**src/hdl/rs2i_pkg.sv**
```systemverilog
// Shared types, character codes and limits for the radix string to int64 parser.
`timescale 1ns / 1ps
`default_nettype none

package rs2i_pkg;

   localparam logic [7:0] CHAR_NUL   = 8'h00;
   localparam logic [7:0] CHAR_TAB   = 8'h09;
   localparam logic [7:0] CHAR_CR    = 8'h0D;
   localparam logic [7:0] CHAR_SPACE = 8'h20;
   localparam logic [7:0] CHAR_PLUS  = 8'h2B;
   localparam logic [7:0] CHAR_MINUS = 8'h2D;
   localparam logic [7:0] CHAR_ZERO  = 8'h30;
   localparam logic [7:0] CHAR_NINE  = 8'h39;
   localparam logic [7:0] CHAR_UPPER_A = 8'h41;
   localparam logic [7:0] CHAR_UPPER_X = 8'h58;
   localparam logic [7:0] CHAR_UPPER_Z = 8'h5A;
   localparam logic [7:0] CHAR_LOWER_A = 8'h61;
   localparam logic [7:0] CHAR_LOWER_X = 8'h78;
   localparam logic [7:0] CHAR_LOWER_Z = 8'h7A;
   localparam logic [7:0] LETTER_BASE  = 8'd10;

   localparam logic [5:0] RADIX_AUTO = 6'd0;
   localparam logic [5:0] RADIX_BAD  = 6'd1;
   localparam logic [5:0] RADIX_OCT  = 6'd8;
   localparam logic [5:0] RADIX_DEC  = 6'd10;
   localparam logic [5:0] RADIX_HEX  = 6'd16;
   localparam logic [5:0] RADIX_MAX  = 6'd36;

   localparam logic [5:0] RADIX_RESET  = RADIX_DEC;
   localparam logic       SIGNED_RESET = 1'b1;

   localparam logic REG_RADIX  = 1'b0;
   localparam logic REG_SIGNED = 1'b1;

   localparam logic [1:0] STATUS_OK    = 2'd0;
   localparam logic [1:0] STATUS_RANGE = 2'd1;
   localparam logic [1:0] STATUS_RADIX = 2'd2;

   localparam logic [63:0] LIMIT_SMAX = 64'h7FFF_FFFF_FFFF_FFFF;
   localparam logic [63:0] LIMIT_SMIN = 64'h8000_0000_0000_0000;
   localparam logic [63:0] LIMIT_UMAX = 64'hFFFF_FFFF_FFFF_FFFF;

   localparam int MAX_STRING_LEN = 4096;
   localparam int OFF_W          = $clog2(MAX_STRING_LEN + 1);

   localparam int QUEUE_DEPTH = 2;

   typedef struct packed {
      logic       last;
      logic       is_digit;
      logic [5:0] digit;
      logic       is_nul;
      logic       is_space;
      logic       is_minus;
      logic       is_plus;
      logic       is_zero;
      logic       is_x;
   } item_type;

   function automatic logic [63:0] limit_of(input logic signed_mode, input logic negative);
      logic [63:0] lim;
      if (signed_mode) begin
         lim = negative ? LIMIT_SMIN : LIMIT_SMAX;
      end else begin
         lim = LIMIT_UMAX;
      end
      return lim;
   endfunction

endpackage

`default_nettype wire

```
**src/hdl/rs2i_if.sv**
```systemverilog
// Valid/ready channel interfaces for characters in and parse results out.
`timescale 1ns / 1ps
`default_nettype none

interface rs2i_req_if;
   logic       valid;
   logic       ready;
   logic [7:0] char_code;
   logic       last_char;

   modport source (output valid, output char_code, output last_char, input ready);
   modport sink   (input valid, input char_code, input last_char, output ready);
endinterface

interface rs2i_rsp_if;
   logic                        valid;
   logic                        ready;
   logic [63:0]                 value;
   logic [rs2i_pkg::OFF_W-1:0]  end_offset;
   logic [1:0]                  status;

   modport source (output valid, output value, output end_offset, output status, input ready);
   modport sink   (input valid, input value, input end_offset, input status, output ready);
endinterface

`default_nettype wire

```
**src/hdl/radix_string_to_int64.sv**
```systemverilog
// Top level of the character-serial radix string to 64-bit integer parser.
`timescale 1ns / 1ps
`default_nettype none

// Parses an integer in radix 2..36 or auto radix, skipping leading whitespace and an
// optional sign, clamping to the signed or unsigned 64-bit limits on overflow. Each
// character passes the accumulate stage with its single 64x6 multiply, add and limit
// compare; the result for a string is registered in the finish and then the result
// stage once its last character is taken, and a new character is taken every cycle
// while the result channel keeps up. Registers: radix at byte address 0, signed_mode
// at byte address 4; write them only while the parser is idle. Character positions
// and end_offset saturate at MAX_STRING_LEN from the package.
module radix_string_to_int64 (
   input  wire logic        clock,
   input  wire logic        reset,
   rs2i_req_if.sink         req,
   rs2i_rsp_if.source       rsp,
   input  wire logic        psel,
   input  wire logic        penable,
   input  wire logic        pwrite,
   input  wire logic [2:0]  paddr,
   input  wire logic [31:0] pwdata,
   output logic [31:0]      prdata,
   output logic             pready
);

   logic [5:0]         radix_ff;
   logic               signed_ff;
   logic               csr_write;
   logic               q_full;
   logic               q_push;
   logic               q_pop;
   logic               q_valid;
   rs2i_pkg::item_type front_item;
   rs2i_pkg::item_type back_item;

   assign pready    = 1'b1;
   assign csr_write = psel && penable && pwrite;
   assign prdata    = (paddr[2] == rs2i_pkg::REG_SIGNED) ? {31'd0, signed_ff}
                                                        : {26'd0, radix_ff};

   always_ff @(posedge clock) begin
      if (reset) begin
         radix_ff  <= rs2i_pkg::RADIX_RESET;
         signed_ff <= rs2i_pkg::SIGNED_RESET;
      end else if (csr_write) begin
         case (paddr[2])
            rs2i_pkg::REG_RADIX:  radix_ff  <= pwdata[5:0];
            rs2i_pkg::REG_SIGNED: signed_ff <= pwdata[0];
            default:              radix_ff  <= radix_ff;
         endcase
      end
   end

   rs2i_front u_front (
      .req    (req),
      .q_full (q_full),
      .push   (q_push),
      .item   (front_item)
   );

   rs2i_queue u_queue (
      .clock    (clock),
      .reset    (reset),
      .push     (q_push),
      .wr_item  (front_item),
      .pop      (q_pop),
      .rd_valid (q_valid),
      .full     (q_full),
      .rd_item  (back_item)
   );

   rs2i_back u_back (
      .clock       (clock),
      .reset       (reset),
      .radix       (radix_ff),
      .signed_mode (signed_ff),
      .q_valid     (q_valid),
      .item        (back_item),
      .pop         (q_pop),
      .rsp         (rsp)
   );

endmodule

`default_nettype wire

```
**src/hdl/rs2i_front.sv**
```systemverilog
// Front end: takes character transfers and classifies each character for the parser.
`timescale 1ns / 1ps
`default_nettype none

module rs2i_front (
   rs2i_req_if.sink           req,
   input  wire logic          q_full,
   output logic               push,
   output rs2i_pkg::item_type item
);

   logic [7:0] c;

   assign c         = req.char_code;
   assign req.ready = !q_full;
   assign push      = req.valid && !q_full;

   always_comb begin
      item          = '0;
      item.last     = req.last_char;
      item.is_nul   = (c == rs2i_pkg::CHAR_NUL);
      item.is_space = (c == rs2i_pkg::CHAR_SPACE) ||
                      ((c >= rs2i_pkg::CHAR_TAB) && (c <= rs2i_pkg::CHAR_CR));
      item.is_minus = (c == rs2i_pkg::CHAR_MINUS);
      item.is_plus  = (c == rs2i_pkg::CHAR_PLUS);
      item.is_zero  = (c == rs2i_pkg::CHAR_ZERO);
      item.is_x     = (c == rs2i_pkg::CHAR_LOWER_X) || (c == rs2i_pkg::CHAR_UPPER_X);
      if ((c >= rs2i_pkg::CHAR_ZERO) && (c <= rs2i_pkg::CHAR_NINE)) begin
         item.is_digit = 1'b1;
         item.digit    = 6'(c - rs2i_pkg::CHAR_ZERO);
      end else if ((c >= rs2i_pkg::CHAR_UPPER_A) && (c <= rs2i_pkg::CHAR_UPPER_Z)) begin
         item.is_digit = 1'b1;
         item.digit    = 6'(c - rs2i_pkg::CHAR_UPPER_A + rs2i_pkg::LETTER_BASE);
      end else if ((c >= rs2i_pkg::CHAR_LOWER_A) && (c <= rs2i_pkg::CHAR_LOWER_Z)) begin
         item.is_digit = 1'b1;
         item.digit    = 6'(c - rs2i_pkg::CHAR_LOWER_A + rs2i_pkg::LETTER_BASE);
      end
   end

endmodule

`default_nettype wire

```
**src/hdl/rs2i_queue.sv**
```systemverilog
// Short register queue between the classifier and the accumulate stage.
`timescale 1ns / 1ps
`default_nettype none

module rs2i_queue (
   input  wire logic               clock,
   input  wire logic               reset,
   input  wire logic               push,
   input  wire rs2i_pkg::item_type wr_item,
   input  wire logic               pop,
   output logic                    rd_valid,
   output logic                    full,
   output rs2i_pkg::item_type      rd_item
);

   localparam int PtrW = $clog2(rs2i_pkg::QUEUE_DEPTH);
   localparam int CntW = $clog2(rs2i_pkg::QUEUE_DEPTH + 1);
   localparam logic [CntW-1:0] Depth = CntW'(rs2i_pkg::QUEUE_DEPTH);
   localparam logic [PtrW-1:0] LastSlot = PtrW'(rs2i_pkg::QUEUE_DEPTH - 1);

   rs2i_pkg::item_type slot_ff [rs2i_pkg::QUEUE_DEPTH];
   logic [PtrW-1:0] wr_ptr_ff, wr_ptr_in;
   logic [PtrW-1:0] rd_ptr_ff, rd_ptr_in;
   logic [CntW-1:0] count_ff, count_in;
   logic            do_push;
   logic            do_pop;

   assign rd_valid = (count_ff != '0);
   assign full     = (count_ff == Depth);
   assign rd_item  = slot_ff[rd_ptr_ff];
   assign do_push  = push && !full;
   assign do_pop   = pop && rd_valid;

   always_comb begin
      wr_ptr_in = wr_ptr_ff;
      rd_ptr_in = rd_ptr_ff;
      count_in  = count_ff;
      if (do_push) begin
         wr_ptr_in = (wr_ptr_ff == LastSlot) ? '0 : wr_ptr_ff + 1'b1;
      end
      if (do_pop) begin
         rd_ptr_in = (rd_ptr_ff == LastSlot) ? '0 : rd_ptr_ff + 1'b1;
      end
      if (do_push && !do_pop) begin
         count_in = count_ff + 1'b1;
      end else if (do_pop && !do_push) begin
         count_in = count_ff - 1'b1;
      end
   end

   always_ff @(posedge clock) begin
      if (reset) begin
         wr_ptr_ff <= '0;
         rd_ptr_ff <= '0;
         count_ff  <= '0;
      end else begin
         wr_ptr_ff <= wr_ptr_in;
         rd_ptr_ff <= rd_ptr_in;
         count_ff  <= count_in;
      end
   end

   always_ff @(posedge clock) begin
      if (do_push) begin
         slot_ff[wr_ptr_ff] <= wr_item;
      end
   end

endmodule

`default_nettype wire

```
**src/hdl/rs2i_back.sv**
```systemverilog
// Back end: parse state machine, digit accumulate with overflow check, result stages.
`timescale 1ns / 1ps
`default_nettype none

module rs2i_back (
   input  wire logic               clock,
   input  wire logic               reset,
   input  wire logic [5:0]         radix,
   input  wire logic               signed_mode,
   input  wire logic               q_valid,
   input  wire rs2i_pkg::item_type item,
   output logic                    pop,
   rs2i_rsp_if.source              rsp
);

   localparam int OffW = rs2i_pkg::OFF_W;
   localparam logic [OffW-1:0] MaxLen = OffW'(rs2i_pkg::MAX_STRING_LEN);

   typedef enum logic [2:0] {
      PH_SPACE,
      PH_SIGN,
      PH_ZERO,
      PH_PENDX,
      PH_DIGITS,
      PH_DONE
   } phase_type;

   phase_type       phase_ff, phase_in;
   logic [63:0]     acc_ff, acc_in;
   logic            neg_ff, neg_in;
   logic            ovf_ff, ovf_in;
   logic [5:0]      eff_ff, eff_in;
   logic [OffW-1:0] idx_ff, idx_in;
   logic [OffW-1:0] end_ff, end_in;

   logic            fin_valid_ff;
   logic [63:0]     fin_acc_ff;
   logic            fin_neg_ff;
   logic            fin_ovf_ff;
   logic            fin_bad_ff;
   logic [OffW-1:0] fin_end_ff;

   logic            rsp_valid_ff;
   logic [63:0]     rsp_value_ff, rsp_value_in;
   logic [OffW-1:0] rsp_off_ff, rsp_off_in;
   logic [1:0]      rsp_status_ff, rsp_status_in;

   logic            advance;
   logic            radix_auto;
   logic            radix_hex;
   logic            radix_bad;
   logic            take;
   logic            accept_digit;
   logic [5:0]      eff_use;
   logic [5:0]      start_radix;
   logic [5:0]      zero_radix;
   logic [69:0]     prod;
   logic [70:0]     sum;
   logic            over;
   logic [OffW-1:0] idx_sat;

   assign advance     = !rsp_valid_ff || rsp.ready;
   assign pop         = q_valid && advance;
   assign radix_auto  = (radix == rs2i_pkg::RADIX_AUTO);
   assign radix_hex   = (radix == rs2i_pkg::RADIX_HEX);
   assign radix_bad   = (radix == rs2i_pkg::RADIX_BAD) || (radix > rs2i_pkg::RADIX_MAX);
   assign start_radix = radix_auto ? rs2i_pkg::RADIX_DEC : radix;
   assign zero_radix  = radix_auto ? rs2i_pkg::RADIX_OCT : rs2i_pkg::RADIX_HEX;
   assign idx_sat     = (idx_ff >= MaxLen) ? MaxLen : idx_ff + 1'b1;

   always_comb begin
      take    = 1'b0;
      eff_use = eff_ff;
      case (phase_ff)
         PH_SPACE: begin
            if (!item.is_nul && !item.is_space && !item.is_minus && !item.is_plus &&
                !item.is_zero) begin
               take    = 1'b1;
               eff_use = start_radix;
            end
         end
         PH_SIGN: begin
            if (!item.is_zero) begin
               take    = 1'b1;
               eff_use = start_radix;
            end
         end
         PH_ZERO: begin
            if (!item.is_x) begin
               take    = 1'b1;
               eff_use = zero_radix;
            end
         end
         PH_PENDX: begin
            if (item.is_digit && (item.digit < rs2i_pkg::RADIX_HEX)) begin
               take    = 1'b1;
               eff_use = rs2i_pkg::RADIX_HEX;
            end
         end
         PH_DIGITS: begin
            take = 1'b1;
         end
         default: begin
            take = 1'b0;
         end
      endcase
   end

   assign accept_digit = take && item.is_digit && (item.digit < eff_use);
   assign prod = 70'(acc_ff) * 70'(eff_use);
   assign sum  = 71'(prod) + 71'(item.digit);
   assign over = (sum > 71'(rs2i_pkg::limit_of(signed_mode, neg_ff)));

   always_comb begin
      logic start_num;
      start_num = 1'b0;
      phase_in  = phase_ff;
      acc_in    = acc_ff;
      neg_in    = neg_ff;
      ovf_in    = ovf_ff;
      eff_in    = eff_ff;
      end_in    = end_ff;
      idx_in    = idx_sat;
      case (phase_ff)
         PH_SPACE: begin
            if (item.is_nul) begin
               phase_in = PH_DONE;
            end else if (item.is_space) begin
               phase_in = PH_SPACE;
            end else if (item.is_minus) begin
               neg_in   = 1'b1;
               phase_in = PH_SIGN;
            end else if (item.is_plus) begin
               phase_in = PH_SIGN;
            end else begin
               start_num = 1'b1;
            end
         end
         PH_SIGN: begin
            start_num = 1'b1;
         end
         PH_ZERO: begin
            if (item.is_x) begin
               phase_in = PH_PENDX;
            end else begin
               eff_in   = eff_use;
               phase_in = PH_DIGITS;
            end
         end
         PH_PENDX: begin
            if (take) begin
               eff_in   = eff_use;
               phase_in = PH_DIGITS;
            end else begin
               eff_in   = zero_radix;
               phase_in = PH_DONE;
            end
         end
         PH_DIGITS: begin
            phase_in = PH_DIGITS;
         end
         default: begin
            phase_in = PH_DONE;
         end
      endcase
      if (start_num) begin
         if (item.is_zero) begin
            end_in = idx_sat;
            if (radix_auto || radix_hex) begin
               phase_in = PH_ZERO;
            end else begin
               eff_in   = radix;
               phase_in = PH_DIGITS;
            end
         end else begin
            eff_in   = eff_use;
            phase_in = PH_DIGITS;
         end
      end
      if (take) begin
         if (accept_digit) begin
            if (!ovf_ff) begin
               if (over) begin
                  ovf_in = 1'b1;
               end else begin
                  acc_in = sum[63:0];
               end
            end
            end_in = idx_sat;
         end else begin
            phase_in = PH_DONE;
         end
      end
   end

   always_comb begin
      rsp_off_in = fin_end_ff;
      if (fin_bad_ff) begin
         rsp_value_in  = '0;
         rsp_off_in    = '0;
         rsp_status_in = rs2i_pkg::STATUS_RADIX;
      end else if (fin_ovf_ff) begin
         rsp_value_in  = rs2i_pkg::limit_of(signed_mode, fin_neg_ff);
         rsp_status_in = rs2i_pkg::STATUS_RANGE;
      end else begin
         rsp_value_in  = fin_neg_ff ? (64'd0 - fin_acc_ff) : fin_acc_ff;
         rsp_status_in = rs2i_pkg::STATUS_OK;
      end
   end

   always_ff @(posedge clock) begin
      if (reset) begin
         phase_ff     <= PH_SPACE;
         acc_ff       <= '0;
         neg_ff       <= 1'b0;
         ovf_ff       <= 1'b0;
         eff_ff       <= '0;
         idx_ff       <= '0;
         end_ff       <= '0;
         fin_valid_ff <= 1'b0;
         rsp_valid_ff <= 1'b0;
      end else begin
         if (pop) begin
            if (item.last) begin
               phase_ff <= PH_SPACE;
               acc_ff   <= '0;
               neg_ff   <= 1'b0;
               ovf_ff   <= 1'b0;
               eff_ff   <= '0;
               idx_ff   <= '0;
               end_ff   <= '0;
            end else begin
               phase_ff <= phase_in;
               acc_ff   <= acc_in;
               neg_ff   <= neg_in;
               ovf_ff   <= ovf_in;
               eff_ff   <= eff_in;
               idx_ff   <= idx_in;
               end_ff   <= end_in;
            end
         end
         if (advance) begin
            fin_valid_ff <= pop && item.last;
            if (pop && item.last) begin
               fin_acc_ff <= acc_in;
               fin_neg_ff <= neg_in;
               fin_ovf_ff <= ovf_in;
               fin_end_ff <= end_in;
               fin_bad_ff <= radix_bad;
            end
            rsp_valid_ff <= fin_valid_ff;
            if (fin_valid_ff) begin
               rsp_value_ff  <= rsp_value_in;
               rsp_off_ff    <= rsp_off_in;
               rsp_status_ff <= rsp_status_in;
            end
         end
      end
   end

   assign rsp.valid      = rsp_valid_ff;
   assign rsp.value      = rsp_value_ff;
   assign rsp.end_offset = rsp_off_ff;
   assign rsp.status     = rsp_status_ff;

endmodule

`default_nettype wire

```
**src/flat_wrapper.sv**
```systemverilog
// flat-port wrapper written by rule: the top's interface ports become plain ports
module radix_string_to_int64_flat 
  (clock, reset, psel, penable, pwrite, paddr, pwdata, prdata, pready, req_valid, req_char_code, req_last_char, req_ready, rsp_valid, rsp_value, rsp_end_offset, rsp_status, rsp_ready);
  rs2i_req_if req_i ();
  rs2i_rsp_if rsp_i ();
  input  wire logic clock;
  input  wire logic reset;
  input  wire logic psel;
  input  wire logic penable;
  input  wire logic pwrite;
  input  wire logic [2:0] paddr;
  input  wire logic [31:0] pwdata;
  output logic [31:0] prdata;
  output logic pready;
  input wire logic [$bits(req_i.valid)-1:0] req_valid;
  input wire logic [$bits(req_i.char_code)-1:0] req_char_code;
  input wire logic [$bits(req_i.last_char)-1:0] req_last_char;
  output wire logic [$bits(req_i.ready)-1:0] req_ready;
  output wire logic [$bits(rsp_i.valid)-1:0] rsp_valid;
  output wire logic [$bits(rsp_i.value)-1:0] rsp_value;
  output wire logic [$bits(rsp_i.end_offset)-1:0] rsp_end_offset;
  output wire logic [$bits(rsp_i.status)-1:0] rsp_status;
  input wire logic [$bits(rsp_i.ready)-1:0] rsp_ready;
  assign req_i.valid = req_valid;
  assign req_i.char_code = req_char_code;
  assign req_i.last_char = req_last_char;
  assign req_ready = req_i.ready;
  assign rsp_valid = rsp_i.valid;
  assign rsp_value = rsp_i.value;
  assign rsp_end_offset = rsp_i.end_offset;
  assign rsp_status = rsp_i.status;
  assign rsp_i.ready = rsp_ready;
  radix_string_to_int64 u_core (.clock(clock), .reset(reset), .req(req_i), .rsp(rsp_i), .psel(psel), .penable(penable), .pwrite(pwrite), .paddr(paddr), .pwdata(pwdata), .prdata(prdata), .pready(pready));
endmodule
```
**config.mk**
```make
export PLATFORM = sky130hd
export DESIGN_NAME = radix_string_to_int64_flat
export DESIGN_NICKNAME = d
export VERILOG_FILES = /design/src/hdl/rs2i_pkg.sv /design/src/hdl/rs2i_if.sv /design/src/hdl/radix_string_to_int64.sv /design/src/hdl/rs2i_front.sv /design/src/hdl/rs2i_queue.sv /design/src/hdl/rs2i_back.sv /design/src/flat_wrapper.sv
export SDC_FILE = /design/constraint.sdc
export NUM_CORES = 2
export LEC_CHECK = 0
export BUFFER_PORTS_ARGS = -buffer_cell sky130_fd_sc_hd__buf_2
export CAP_MARGIN = 20
export CORE_MARGIN = 3
export CORE_UTILIZATION = 46
export CTS_CLUSTER_SIZE = 25
export DETAILED_ROUTE_END_ITERATION = 10
export GPL_TIMING_DRIVEN = 0
export PLACE_DENSITY = 0.65
export SYNTH_ARGS = -nofsm -noshare
export SYNTH_HDL_FRONTEND = slang
export SYNTH_SLANG_ARGS = --single-unit
```
**constraint.sdc**
```tcl
create_clock -name clock -period 10 [get_ports clock]
set_input_delay 2 -clock clock [delete_from_list [all_inputs] [get_ports clock]]
set_output_delay 2 -clock clock [all_outputs]
set_load 0.005 [all_outputs]
```
==> flow_metrics.tcl <==
set metrics [dict create \
    final_area_um2 34200 \
    async_flop_share_pct 0 \
    path_clk_slew_ps 60 \
    fin_nets 3858 \
    antenna_found_initial 3 \
    ios 165 \
    grt_max_degree 39 \
    wl_um 83300 \
    antenna_cells 0 \
    holdPathEnd "u_core.u_back.fin_valid_ff$_SDFFE_PP0N_" \
    maxCapViolations 0 \
    ys_types 74 \
    cp-end-kind "flop" \
    critPathKind "reg -> reg" \
    drv_slew 0 \
    layout-drive-gt1-share_pct 17.5 \
    cts_tree "done" \
    yosys-top-cells-count "nand2_1, and2_1, fa_1, a21oi_1, ha_1" \
    relSlewSlack_pct 36.5 \
    drc 0 \
    ant_nets 0 \
    start_util_pct 46.7 \
    synthFlopType "edfxtp_1" \
    clockBufferDepth 3 \
    regArea_um2 7930 \
    ys_ff_latch 302 \
    clockRootBuffer "clkbuf_16" \
    r2r_cells 42 \
    hold_depth 2 \
    setup_viol 0 \
    crit_path_max_fanout 8 \
    synth-edff-count 187 \
    cts_hold_buf 0 \
    die_w_um 257 \
    yosys.area.top_type "edfxtp_1" \
    synth_top_area_share_pct 19.4 \
    grt_util_met1_pct 34.4 \
    dpl_cell_area_um2 30900 \
    worstPathRequired_ps 10300 \
    rows 91 \
    ir_drop_mv 0.133 \
    r2r_end "u_core.u_back.fin_acc_ff[42]$_DFFE_PP_" \
    seq_area_frac_synth_pct 27.3 \
    cts.htree.levels 2 \
    fin_crit_sh_pct 99.3 \
    worstPathArrival_ps 10230 \
    hold_viol 0 \
    outcome "finished clean" \
    synthTopCellsByArea "edfxtp_1, fa_1, ha_1, dfxtp_1, and2_1" \
    worst_slew_pin_slew_ps 953 \
    multi_input_area_um2 20700 \
    vias 23700 \
    cp_slowest_stage_delay_ps 600 \
    timing.fmax_ghz 0.101 \
    grt_pass1_wl_um 131000 \
    gr-usage-met2_pct 40.6 \
    grt_usage_pct 25.0 \
    die_area_um2 66100 \
    syn_area_um2 29000 \
    die_y_um 257 \
    numPortBuffers 107 \
    crit_slowest_cell "or4_4" \
    min_from "u_core.u_back.fin_valid_ff$_SDFFE_PP0N_" \
    syn_inst 3092 \
    worstSkewPairLatency_ps 560 \
    yosysMostFrequentCell "nand2_1" \
    busiest_layer "met2" \
    rsz0062_at_grt "true" \
    dp_hpwl_um 64200 \
    dr.pass1.iters 5 \
    syn2layout_area_growth_pct 18.1 \
    gp_congestion 0.964 \
    yosysWarnings 0 \
    power.total_w 0.00422 \
    synth.avg_cell_area_um2 9.38 \
    viasPerCell 5.67 \
    grt_pass1_vias 23400 \
    num-fill-cells 5570 \
    p_per_area_nw_per_um2 123 \
    r2r_slack_ps 70 \
    first_iter_violations 1946 \
    critPathLaunchType "flop" \
    power_leakage_nw 15.2 \
    clock-sinks 302 \
    hp-class "reg -> reg" \
    grt_remaining_overflow 0 \
    numCtsBuffers 37 \
    period_needed_ps 9930 \
    grt_util_met3_pct 4.12 \
    design.core.area_um2 62100 \
    wl_per_cell_um 19.9 \
    skew_ps 22.5 \
]
through the flow:
step	setup WS (ps)	utilization [%]	hold slack (ps)	std cells	TNS [ps]
after floorplan	22.0	-	445	3117	0
after global placement	-3860	49.4	475	4061	-631750
after detailed placement	-3720	49.7	472	4073	-451080
after CTS	0.643	53.7	486	4162	0
after global routing	-245	55.2	510	4188	-16430
final	71.1	55.2	491	4188	0
sequential cells by signal, summed over array words and instances (netlist names), 2 cells and up, named ones only:
name                          cells
u_core.radix_ff                   6
u_core.u_back.acc_ff             64
u_core.u_back.eff_ff              6
u_core.u_back.end_ff             13
u_core.u_back.fin_acc_ff         64
u_core.u_back.fin_end_ff         13
u_core.u_back.idx_ff             13
u_core.u_back.phase_ff            3
u_core.u_back.rsp.end_offset     13
u_core.u_back.rsp.status          2
u_core.u_back.rsp.value          64
u_core.u_queue.count_ff           2
u_core.u_queue.slot_ff           28
what timing repair did:
action                                  4_1_cts  5_1_grt
setup buffers                                30       34
endpoints found under the setup margin      130      130
pin swaps                                    34       60
resized for setup                           206      201
cloned                                        9        0
report_power, final:
part	total [W]	switching, W	leakage (nW)	internal, W
sequential	0.00155	0.0000837	2.68	0.00147
clock	0.00144	0.000554	0.626	0.000886
combinational	0.00122	0.000788	11.9	0.000434
cell type report:
type | count | share of cell area [%]
buffer | 165 | 3.13
inverter | 218 | 2.39
multi-input combinational | 2407 | 60.5
clock buffer | 46 | 2.99
timing repair buffer | 192 | 3.93
clock inverter | 21 | 0.822
tap | 837 | 3.06
sequential | 302 | 23.2
worst max-delay path by stage:
| stage | to | slack (ps) | cells after the start |
|---|---|---|---|
| CTS | u_core.u_back.fin_acc_ff[57]$_DFFE_PP_ | 0.6 | 40 |
| global route | u_core.u_back.fin_acc_ff[42]$_DFFE_PP_ | -240 | 42 |
| floorplan | u_core.u_back.fin_acc_ff[15]$_DFFE_PP_ | 20 | 40 |
| detailed placement | u_core.u_back.fin_acc_ff[57]$_DFFE_PP_ | -3720 | 40 |
| finish | u_core.u_back.fin_acc_ff[42]$_DFFE_PP_ | 70 | 42 |
| global placement | u_core.u_back.acc_ff[56]$_SDFFE_PP0P_ | -3860 | 40 |
cell usage in the layout, fill, tap and decap left out, types with 24 or more instances in the layout:
master and n:
nor2_1 131, clkbuf_16 49, nor2b_1 28, conb_1 27, buf_2 111, a21oi_1 228
mux2_4 44, mux2_2 37, edfxtp_1 187, clkbuf_1 81, xor2_1 91, buf_4 91
nand3_1 28, nand4_1 45, nor3_1 28, o31ai_1 25, o21ai_0 144, ha_1 203
dfxtp_1 110, nand2_1 323, fa_1 251, xnor2_1 41, a22o_1 24, inv_1 212
and2_1 251
worst max-delay path: cells and delay by family, from the launching register on:
family	cells	cell delay, ps
AND/OR/NAND/NOR	12	3100
adder cells (fa/ha/maj)	6	2370
AO/OA/AOI/OAI	12	1970
buffers and inverters	10	1460
flip-flops	1	360
multiplexers	1	350
XOR/XNOR	1	90
metal layers:
metal  vias to the layer above  share of wire, %
met5                         -                 0
met4                         0               3.2
met3                       151               7.1
met1                     11600                44
li1                      11100                 -
met2                       785                46
kinds of logic (layout without fill, tap and decap cells):
group / count (synthesis) / after routing / synth area share, %
AOI/OAI and AO/OA: 669 / 669 / 14.3
xor gates and xnor gates: 137 / 137 / 4.14
adders and majority gates: 484 / 484 / 27.4
buffers and inverters: 408 / 642 / 5.63
DFF: 302 / 302 / 27.3
muxes: 99 / 99 / 3.77
other: 2 / 27 / 0.0259
and+or+nand+nor: 991 / 991 / 17.4
Note: power is estimated with default switching activity, not from simulation.
